===== src/rtl/core/dpsp_pkg.sv =====
// Package for the dual pedal sensor plausibility unit.
// Shared widths, register indexes and the structs passed between lanes, merge and top.
// No dependencies.
package dpsp_pkg;

	localparam int ADC_BITS   = 10;
	localparam int FULL_SCALE = 1000;
	localparam int TRAVEL_W   = 10;
	localparam int MARGIN_W   = 8;
	localparam int WINDOW_W   = 16;
	localparam int TIME_W     = 32;
	localparam int FS_W       = $clog2(FULL_SCALE + 1);
	localparam int PROD_W     = ADC_BITS + FS_W;
	localparam int DIV_CNT_W  = $clog2(TRAVEL_W);

	localparam int CFG_IDX_W  = 3;
	localparam int CFG_DATA_W = 16;

	localparam int IN_FIELDS_W  = 2 * ADC_BITS + TIME_W;
	localparam int IN_TDATA_W   = ((IN_FIELDS_W + 7) / 8) * 8;
	localparam int OUT_FIELDS_W = 3 * TRAVEL_W + 5;
	localparam int OUT_TDATA_W  = ((OUT_FIELDS_W + 7) / 8) * 8;

	localparam logic [TRAVEL_W-1:0] FULL_TRAVEL = TRAVEL_W'(FULL_SCALE);

	localparam logic [CFG_IDX_W-1:0] REG_A_MIN   = 3'd0;
	localparam logic [CFG_IDX_W-1:0] REG_A_MAX   = 3'd1;
	localparam logic [CFG_IDX_W-1:0] REG_B_MIN   = 3'd2;
	localparam logic [CFG_IDX_W-1:0] REG_B_MAX   = 3'd3;
	localparam logic [CFG_IDX_W-1:0] REG_MARGIN  = 3'd4;
	localparam logic [CFG_IDX_W-1:0] REG_LIMIT   = 3'd5;
	localparam logic [CFG_IDX_W-1:0] REG_WINDOW  = 3'd6;

	typedef struct packed {
		logic start;
		logic ack;
	} lane_ctl_t;

	typedef struct packed {
		logic [TRAVEL_W-1:0] travel;
		logic                range_fault;
	} lane_res_t;

	typedef struct packed {
		logic                motor_cut;
		logic                fault_pending;
		logic                fault_now;
		logic                range_fault_b;
		logic                range_fault_a;
		logic [TRAVEL_W-1:0] travel_gap;
		logic [TRAVEL_W-1:0] travel_b;
		logic [TRAVEL_W-1:0] travel_a;
	} result_t;

endpackage


===== src/rtl/core/dpsp_lane.sv =====
// One sensor lane: widened span check and travel mapping.
// Travel uses a one-bit-per-cycle restoring divider. Depends on dpsp_pkg.
module dpsp_lane (
	input  logic                      clk,
	input  logic                      arst_n,
	input  dpsp_pkg::lane_ctl_t       ctl,
	input  logic [dpsp_pkg::ADC_BITS-1:0] raw,
	input  logic [dpsp_pkg::ADC_BITS-1:0] span_min,
	input  logic [dpsp_pkg::ADC_BITS-1:0] span_max,
	input  logic [dpsp_pkg::MARGIN_W-1:0] margin,
	output dpsp_pkg::lane_res_t       res,
	output logic                      done
);
	import dpsp_pkg::*;

	typedef enum logic [1:0] {LN_IDLE, LN_PREP, LN_DIV, LN_DONE} lane_state_t;

	lane_state_t          state_q;
	logic [DIV_CNT_W-1:0] cnt_q;

	logic [ADC_BITS-1:0]  raw_q;
	logic [ADC_BITS-1:0]  rem_q;
	logic [ADC_BITS-1:0]  div_q;
	logic [TRAVEL_W-1:0]  quo_q;
	logic                 zero_q;
	logic                 sat_q;
	logic                 rf_q;

	logic signed [ADC_BITS:0] diff;
	logic signed [ADC_BITS:0] span;
	logic [ADC_BITS-1:0]      abs_d;
	logic [ADC_BITS-1:0]      abs_s;
	logic [PROD_W-1:0]        prod;
	logic [ADC_BITS:0]        trial;
	logic                     take;
	logic                     rf;

	always_comb begin
		diff  = $signed({1'b0, raw_q}) - $signed({1'b0, span_min});
		span  = $signed({1'b0, span_max}) - $signed({1'b0, span_min});
		abs_d = diff[ADC_BITS] ? ADC_BITS'(-diff) : diff[ADC_BITS-1:0];
		abs_s = span[ADC_BITS] ? ADC_BITS'(-span) : span[ADC_BITS-1:0];
		prod  = PROD_W'(abs_d) * PROD_W'(FULL_SCALE);
		rf    = (({1'b0, raw_q} + (ADC_BITS+1)'(margin)) < {1'b0, span_min})
		     || ({1'b0, raw_q} > ({1'b0, span_max} + (ADC_BITS+1)'(margin)));
		trial = {rem_q, quo_q[TRAVEL_W-1]};
		take  = trial >= {1'b0, div_q};
	end

	always_ff @(posedge clk or negedge arst_n) begin
		if (!arst_n) begin
			state_q <= LN_IDLE;
			cnt_q   <= '0;
		end else begin
			unique case (state_q)
				LN_IDLE: if (ctl.start) state_q <= LN_PREP;
				LN_PREP: begin
					state_q <= LN_DIV;
					cnt_q   <= DIV_CNT_W'(TRAVEL_W - 1);
				end
				LN_DIV: begin
					if (cnt_q == '0) state_q <= LN_DONE;
					else cnt_q <= cnt_q - 1'b1;
				end
				LN_DONE: if (ctl.ack) state_q <= LN_IDLE;
				default: state_q <= LN_IDLE;
			endcase
		end
	end

	always_ff @(posedge clk) begin
		if (state_q == LN_IDLE && ctl.start) raw_q <= raw;
		if (state_q == LN_PREP) begin
			// quotient fits TRAVEL_W bits once the saturating case is set aside
			zero_q <= (span == '0) || (diff == '0) || (diff[ADC_BITS] != span[ADC_BITS]);
			sat_q  <= abs_d >= abs_s;
			rf_q   <= rf;
			div_q  <= abs_s;
			rem_q  <= prod[PROD_W-1:TRAVEL_W];
			quo_q  <= prod[TRAVEL_W-1:0];
		end else if (state_q == LN_DIV) begin
			rem_q <= take ? ADC_BITS'(trial - {1'b0, div_q}) : trial[ADC_BITS-1:0];
			quo_q <= {quo_q[TRAVEL_W-2:0], take};
		end
	end

	assign done            = (state_q == LN_DONE);
	assign res.range_fault = rf_q;
	assign res.travel      = zero_q ? '0 : (sat_q ? FULL_TRAVEL : quo_q);

endmodule


===== src/rtl/core/dpsp_merge.sv =====
// Merge stage: travel gap, fault decision, persistence timer and latched cut.
// Combines both lane results. Depends on dpsp_pkg.
module dpsp_merge (
	input  logic                          clk,
	input  logic                          arst_n,
	input  dpsp_pkg::lane_res_t           lane_a,
	input  dpsp_pkg::lane_res_t           lane_b,
	input  logic [dpsp_pkg::TIME_W-1:0]   now_ms,
	input  logic [dpsp_pkg::TRAVEL_W-1:0] disagree_limit,
	input  logic [dpsp_pkg::WINDOW_W-1:0] fault_window_ms,
	input  logic                          commit,
	output dpsp_pkg::result_t             res,
	output logic                          cut
);
	import dpsp_pkg::*;

	logic              pending_q;
	logic              cut_q;
	logic [TIME_W-1:0] start_q;

	logic [TRAVEL_W-1:0] gap;
	logic [TIME_W-1:0]   elapsed;
	logic                fault;
	logic                cut_nx;

	always_comb begin
		gap     = (lane_a.travel >= lane_b.travel) ? lane_a.travel - lane_b.travel
		                                           : lane_b.travel - lane_a.travel;
		fault   = (gap > disagree_limit) || lane_a.range_fault || lane_b.range_fault;
		elapsed = now_ms - start_q;
		cut_nx  = fault && pending_q && (elapsed > TIME_W'(fault_window_ms));
		if (cut_q) begin
			res           = '0;
			res.motor_cut = 1'b1;
		end else begin
			res.travel_a      = lane_a.travel;
			res.travel_b      = lane_b.travel;
			res.travel_gap    = gap;
			res.range_fault_a = lane_a.range_fault;
			res.range_fault_b = lane_b.range_fault;
			res.fault_now     = fault;
			res.fault_pending = fault;
			res.motor_cut     = cut_nx;
		end
	end

	always_ff @(posedge clk or negedge arst_n) begin
		if (!arst_n) begin
			pending_q <= 1'b0;
			cut_q     <= 1'b0;
			start_q   <= '0;
		end else if (commit && !cut_q) begin
			pending_q <= fault;
			if (fault && !pending_q) start_q <= now_ms;
			if (cut_nx) cut_q <= 1'b1;
		end
	end

	assign cut = cut_q;

endmodule


===== src/rtl/core/dual_pedal_sensor_plausibility_unit.sv =====
// Top level of the dual pedal sensor plausibility unit.
// Holds the config registers, the request sequencer and the result register.
// Depends on dpsp_pkg, dpsp_lane and dpsp_merge.
//
// Each request carries one pair of raw pedal samples and a millisecond
// timestamp and yields exactly one result. Both sensors are handled in two
// lanes side by side, each with its own span check and a restoring divider
// that produces one quotient bit per cycle; the merge stage then forms the
// travel gap, the fault flag and the persistence timer. After acceptance a
// request passes one setup step, the divider steps and a hand-over into
// the result register; the next request is taken the cycle after, so
// requests are handled one at a time, and the hand-over waits while the
// output side holds a result; the result register lets the next request
// start while a result waits. Once motor cut has latched, each request
// returns only the cut flag until reset. Config writes belong to idle
// periods.
module dual_pedal_sensor_plausibility_unit (
	input  logic                              clk,
	input  logic                              arst_n,
	input  logic                              s_tvalid,
	output logic                              s_tready,
	// sensor_a_raw, sensor_b_raw, now_ms, zero pad
	input  logic [dpsp_pkg::IN_TDATA_W-1:0]   s_tdata,
	output logic                              m_tvalid,
	input  logic                              m_tready,
	// travel_a, travel_b, travel_gap, range_fault_a, range_fault_b,
	// fault_now, fault_pending, motor_cut, zero pad
	output logic [dpsp_pkg::OUT_TDATA_W-1:0]  m_tdata,
	input  logic                              cfg_we,
	input  logic [dpsp_pkg::CFG_IDX_W-1:0]    cfg_index,
	input  logic [dpsp_pkg::CFG_DATA_W-1:0]   cfg_data
);
	import dpsp_pkg::*;

	typedef enum logic {ST_IDLE, ST_RUN} top_state_t;

	top_state_t state_q;

	logic [ADC_BITS-1:0] a_min_q, a_max_q, b_min_q, b_max_q;
	logic [MARGIN_W-1:0] margin_q;
	logic [TRAVEL_W-1:0] limit_q;
	logic [WINDOW_W-1:0] window_q;

	logic [TIME_W-1:0] now_q;
	result_t           out_q;
	result_t           merged;
	lane_ctl_t         lane_ctl;
	lane_res_t         res_a, res_b;
	logic              done_a, done_b;
	logic              cut;
	logic              accept;
	logic              commit;

	assign s_tready = (state_q == ST_IDLE);
	assign accept   = s_tvalid && s_tready;
	assign commit   = (state_q == ST_RUN) && done_a && (!m_tvalid || m_tready);

	assign lane_ctl.start = accept;
	assign lane_ctl.ack   = commit;

	always_ff @(posedge clk or negedge arst_n) begin
		if (!arst_n) begin
			a_min_q  <= ADC_BITS'(64);
			a_max_q  <= ADC_BITS'(642);
			b_min_q  <= ADC_BITS'(93);
			b_max_q  <= ADC_BITS'(516);
			margin_q <= MARGIN_W'(15);
			limit_q  <= TRAVEL_W'(100);
			window_q <= WINDOW_W'(100);
		end else if (cfg_we) begin
			unique case (cfg_index)
				REG_A_MIN:  a_min_q  <= cfg_data[ADC_BITS-1:0];
				REG_A_MAX:  a_max_q  <= cfg_data[ADC_BITS-1:0];
				REG_B_MIN:  b_min_q  <= cfg_data[ADC_BITS-1:0];
				REG_B_MAX:  b_max_q  <= cfg_data[ADC_BITS-1:0];
				REG_MARGIN: margin_q <= cfg_data[MARGIN_W-1:0];
				REG_LIMIT:  limit_q  <= cfg_data[TRAVEL_W-1:0];
				REG_WINDOW: window_q <= cfg_data[WINDOW_W-1:0];
				default: ;
			endcase
		end
	end

	always_ff @(posedge clk or negedge arst_n) begin
		if (!arst_n) begin
			state_q  <= ST_IDLE;
			m_tvalid <= 1'b0;
		end else begin
			unique case (state_q)
				ST_IDLE: if (accept) state_q <= ST_RUN;
				ST_RUN:  if (commit) state_q <= ST_IDLE;
				default: state_q <= ST_IDLE;
			endcase
			if (commit) m_tvalid <= 1'b1;
			else if (m_tready) m_tvalid <= 1'b0;
		end
	end

	always_ff @(posedge clk) begin
		if (accept) now_q <= s_tdata[2*ADC_BITS +: TIME_W];
		if (commit) out_q <= merged;
	end

	dpsp_lane u_lane_a (
		.clk      (clk),
		.arst_n   (arst_n),
		.ctl      (lane_ctl),
		.raw      (s_tdata[0 +: ADC_BITS]),
		.span_min (a_min_q),
		.span_max (a_max_q),
		.margin   (margin_q),
		.res      (res_a),
		.done     (done_a)
	);

	dpsp_lane u_lane_b (
		.clk      (clk),
		.arst_n   (arst_n),
		.ctl      (lane_ctl),
		.raw      (s_tdata[ADC_BITS +: ADC_BITS]),
		.span_min (b_min_q),
		.span_max (b_max_q),
		.margin   (margin_q),
		.res      (res_b),
		.done     (done_b)
	);

	dpsp_merge u_merge (
		.clk             (clk),
		.arst_n          (arst_n),
		.lane_a          (res_a),
		.lane_b          (res_b),
		.now_ms          (now_q),
		.disagree_limit  (limit_q),
		.fault_window_ms (window_q),
		.commit          (commit),
		.res             (merged),
		.cut             (cut)
	);

	assign m_tdata = {(OUT_TDATA_W - OUT_FIELDS_W)'(0), out_q};

	a_lanes_in_step: assert property (@(posedge clk) disable iff (!arst_n)
		done_a == done_b)
		else $error("lanes out of step");

	a_cut_sticks: assert property (@(posedge clk) disable iff (!arst_n)
		cut |=> cut)
		else $error("motor cut released");

	a_pending_needs_fault: assert property (@(posedge clk) disable iff (!arst_n)
		m_tvalid && out_q.fault_pending |-> out_q.fault_now)
		else $error("pending without fault");

	a_cut_result_blank: assert property (@(posedge clk) disable iff (!arst_n)
		m_tvalid && out_q.motor_cut && !out_q.fault_pending |->
		out_q.travel_a == '0 && out_q.travel_b == '0 && out_q.travel_gap == '0
		&& !out_q.fault_now)
		else $error("cut result carries evaluation");

endmodule

===== config.mk =====
export PLATFORM = sky130hd
export DESIGN_NAME = dual_pedal_sensor_plausibility_unit
export DESIGN_NICKNAME = d
export VERILOG_FILES = /design/src/rtl/core/dpsp_pkg.sv /design/src/rtl/core/dpsp_lane.sv /design/src/rtl/core/dpsp_merge.sv /design/src/rtl/core/dual_pedal_sensor_plausibility_unit.sv
export SDC_FILE = /design/constraint.sdc
export NUM_CORES = 1
export LEC_CHECK = 0
export BUFFER_PORTS_ARGS = -buffer_cell sky130_fd_sc_hd__buf_4
export CAP_MARGIN = 15
export CORE_ASPECT_RATIO = 0.5
export CORE_UTILIZATION = 43
export DETAILED_ROUTE_END_ITERATION = 6
export PLACE_DENSITY = 0.58
export REMOVE_ABC_BUFFERS = 1
export SYNTH_ARGS = -nofsm -noshare
export SYNTH_HDL_FRONTEND = slang
export SYNTH_HIERARCHICAL = 1
export SYNTH_SLANG_ARGS = --single-unit
export TNS_END_PERCENT = 100

===== constraint.sdc =====
create_clock -name clk -period 7.24 [get_ports clk]
set_input_delay 0.724 -clock clk [delete_from_list [all_inputs] [get_ports clk]]
set_output_delay 0.724 -clock clk [all_outputs]
set_load 0.03 [all_outputs]

==> flow_metrics.env <==
export IMPL_viasPerCell=5.27
export IMPL_hpwl_mm=44.1
export IMPL_cts_buffer_depth=3
export IMPL_ys_seq_elements=275
export IMPL_place_ws_ps=329
export IMPL_layout_drive_gt1_share_pct=15.8
export IMPL_syn_cell_area_sq_um=23900
export IMPL_critPathMaxStageDelay_ps=510
export IMPL_grt_pass1_wl_mm=89.4
export IMPL_grt_ovfl_total=0
export IMPL_slew_violations=0
export IMPL_core_area_sq_um=54300
export IMPL_startpoint_type="flop"
export IMPL_wirelength_mm=55.6
export IMPL_synth_top_area_share_pct=18.5
export IMPL_synth_compound_area_share_pct=14.8
export IMPL_cts_tree="done"
export IMPL_synth_edff_count=147
export IMPL_fmax_ghz=0.147
export IMPL_async_flop_share_pct=44.4
export IMPL_syn_avg_cell_area_sq_um=10.3
export IMPL_grt_usage_pct=19.8
export IMPL_ys_warn_count=6
export IMPL_period_minus_slack_ps=6800
export IMPL_wire_per_inst_microns=17.3
export IMPL_fin_cells=3210
export IMPL_dr_total_vias=16924
export IMPL_syn_to_final_growth_pct=11.0
export IMPL_synth_xor_area_share_pct=7.18
export IMPL_period_share_pct=94.0
export IMPL_first_pass_iters=5
export IMPL_crit_required_ps=7600
export IMPL_chipWidth_microns=335
export IMPL_clock_root_buffer="clkbuf_16"
export IMPL_clk_latency_ps=610
export IMPL_fp_dieH_microns=169
export IMPL_ys_types=111
export IMPL_setup_violations=0
export IMPL_worst_pin_slew_ps=1070
export IMPL_fill_cells=5052
export IMPL_nets=2905
export IMPL_worst_setup_path_type="reg2reg"
export IMPL_arrival_ps=7160
export IMPL_yosysMostFrequentCell="ha_1"
export IMPL_synth_area_mux_share_pct=7.64
export IMPL_synth_area_leader_cell="edfxtp_1"
export IMPL_setup_tns_final_ps=0
export IMPL_slew_headroom_pct=27.7
export IMPL_synth_common_cells="322 x ha_1, 277 x inv_1, 153 x nor2_1, 147 x edfxtp_1, 141 x a21oi_1"
export IMPL_rsz0062_at_grt="false"
export IMPL_grt_pass1_vias=16463
export IMPL_synth_top_family_by_area="adder cells"
export IMPL_port_buffers=112
export IMPL_hold_class="in2async"
export IMPL_cp_end_kind="flop"
export IMPL_die_area_sq_um=56500
export IMPL_yosysSeqAreaShare_pct=31.9
export IMPL_start_util_pct=44.0
export IMPL_grt_max_degree=66
export IMPL_antenna_found_initial=1
export IMPL_drv_cap=0
export IMPL_ys_flop_type="edfxtp_1"
export IMPL_io_pins=122
export IMPL_h_tree_depth=1
export IMPL_synthCells=2325
export IMPL_placed_cells=3155
export IMPL_setup_ws_ps=437
export IMPL_synthTopCellsByArea="edfxtp_1 18%, ha_1 17%, dfrtp_1 11%"
export IMPL_cts_buffers=29
export IMPL_cpMostUsedCell="ha_1"
export IMPL_synth_simple_area_share_pct=10.4
export IMPL_route_detailed_drc=0
export IMPL_synthAdderAreaFrac_pct=22.1
export IMPL_clock_skew_ps=18.0
export IMPL_status="completed"
export IMPL_critPathMaxFanout=9
export IMPL_clk_pin_slew_worst_paths_ps=70
export IMPL_postCtsSetupBuffers=0
export IMPL_ant_nets=0
export IMPL_initialDrtViolationCount=1113
export IMPL_place_gp_congestion=0.874
export IMPL_rows=60
export IMPL_hold_violations=0
export IMPL_clock_sinks=275
export IMPL_slowest_stage="fa_1"
## what timing repair did
item                                    CTS  global route
endpoints found under the setup margin    0             2
gates resized for setup                   0             2
hold buffers                              0             0
## cells by family after synthesis
kind of cell | Yosys count
multiplexers | 153
adder cells (fa/ha/maj) | 385
buffers and inverters | 333
other | 1
XOR/XNOR | 179
flip-flops | 275
AND/OR/NAND/NOR | 487
AO/OA/AOI/OAI | 512
## path summary, 6_finish.rpt
kind,start,end,slack [ps],cells past startpoint
setup reg to reg,u_lane_b/raw_q[0]$_DFFE_PP_,u_lane_b/rem_q[9]$_DFFE_PP_,440,25
min in group clk,s_tdata[38],now_q[18]$_DFFE_PP_,290,1
setup / recovery,u_lane_b/raw_q[0]$_DFFE_PP_,u_lane_b/rem_q[9]$_DFFE_PP_,440,25
hold reg to reg,u_merge/pending_q$_DFFE_PN0P_,u_merge/pending_q$_DFFE_PN0P_,500,2
hold / removal,arst_n,u_lane_b/cnt_q[0]$_DFFE_PN0P_,210,1
max in group asynchronous,arst_n,a_min_q[9]$_DFFE_PN0P_,5680,2
## stage by stage
step	util, %	hold slack [ps]	cell area, sq um
after global placement	46.9	473	25500
after floorplan	-	428	23500
after detailed placement	46.9	485	25500
after CTS	48.8	216	26500
final	48.8	211	26500
after global routing	48.8	248	26500
## state kept, by name, indices dropped and copies added, names as in the netlist, 16 cells and up
register,cells
window_q,16
now_q,32
u_merge/start_q,32
m_tdata,35
## cell type report
| cell class | count | area (sq um) | area share, % |
|---|---|---|---|
| well taps | 744 | 931 | 3.51 |
| repair buffers | 134 | 1010 | 3.80 |
| inverters | 281 | 1050 | 3.98 |
| multi-input cells | 1721 | 14900 | 56.2 |
| diodes | 1 | 2.50 | 0.00944 |
| clock inverters | 13 | 139 | 0.524 |
| clock buffers | 41 | 861 | 3.25 |
| flip-flops and latches | 275 | 7610 | 28.7 |
## metal layers
layer	global-route usage, %	vias to the layer above	wire, microns
met5	0	-	0
met4	3.12	0	806
met3	3.14	51	2640
met2	30.1	301	23300
met1	30.0	8064	28800
li1	-	8508	-
## critical path, delay by kind of cell, from the launching register on
family / cells / cell delay, ps
fa+ha+maj: 8 / 2730
compound gates: 9 / 2250
flops: 1 / 470
mux: 1 / 400
xor+xnor: 2 / 290
buf+inv: 4 / 280
simple gates: 1 / 130
## cell usage in the layout, fill, tap and decap left out, types with 8 or more instances in the layout
| cell type | instances |
|---|---|
| a211oi_1 | 29 |
| a21o_1 | 46 |
| a21oi_1 | 141 |
| a22o_1 | 14 |
| a31oi_1 | 12 |
| and2_1 | 18 |
| and3_1 | 8 |
| buf_4 | 134 |
| clkbuf_16 | 29 |
| clkbuf_8 | 9 |
| dfrtp_1 | 101 |
| dfstp_2 | 21 |
| edfxtp_1 | 147 |
| fa_1 | 61 |
| ha_1 | 321 |
| inv_1 | 277 |
| mux2_2 | 74 |
| mux2_4 | 40 |
| mux2i_1 | 39 |
| nand2_1 | 92 |
| nand2b_1 | 19 |
| nand3_1 | 36 |
| nand4_1 | 24 |
| nor2_1 | 153 |
| nor2b_1 | 42 |
| nor3_1 | 24 |
| nor4_1 | 8 |
| o211ai_1 | 15 |
| o21a_1 | 36 |
| o21ai_0 | 80 |
| o21bai_1 | 21 |
| o31a_1 | 9 |
| o31ai_1 | 9 |
| or2_2 | 9 |
| or3_1 | 8 |
| xnor2_1 | 104 |
| xor2_1 | 65 |
Power is not shown: default switching activity piles up to over one toggle a cycle in this logic, so the estimate is an artifact.
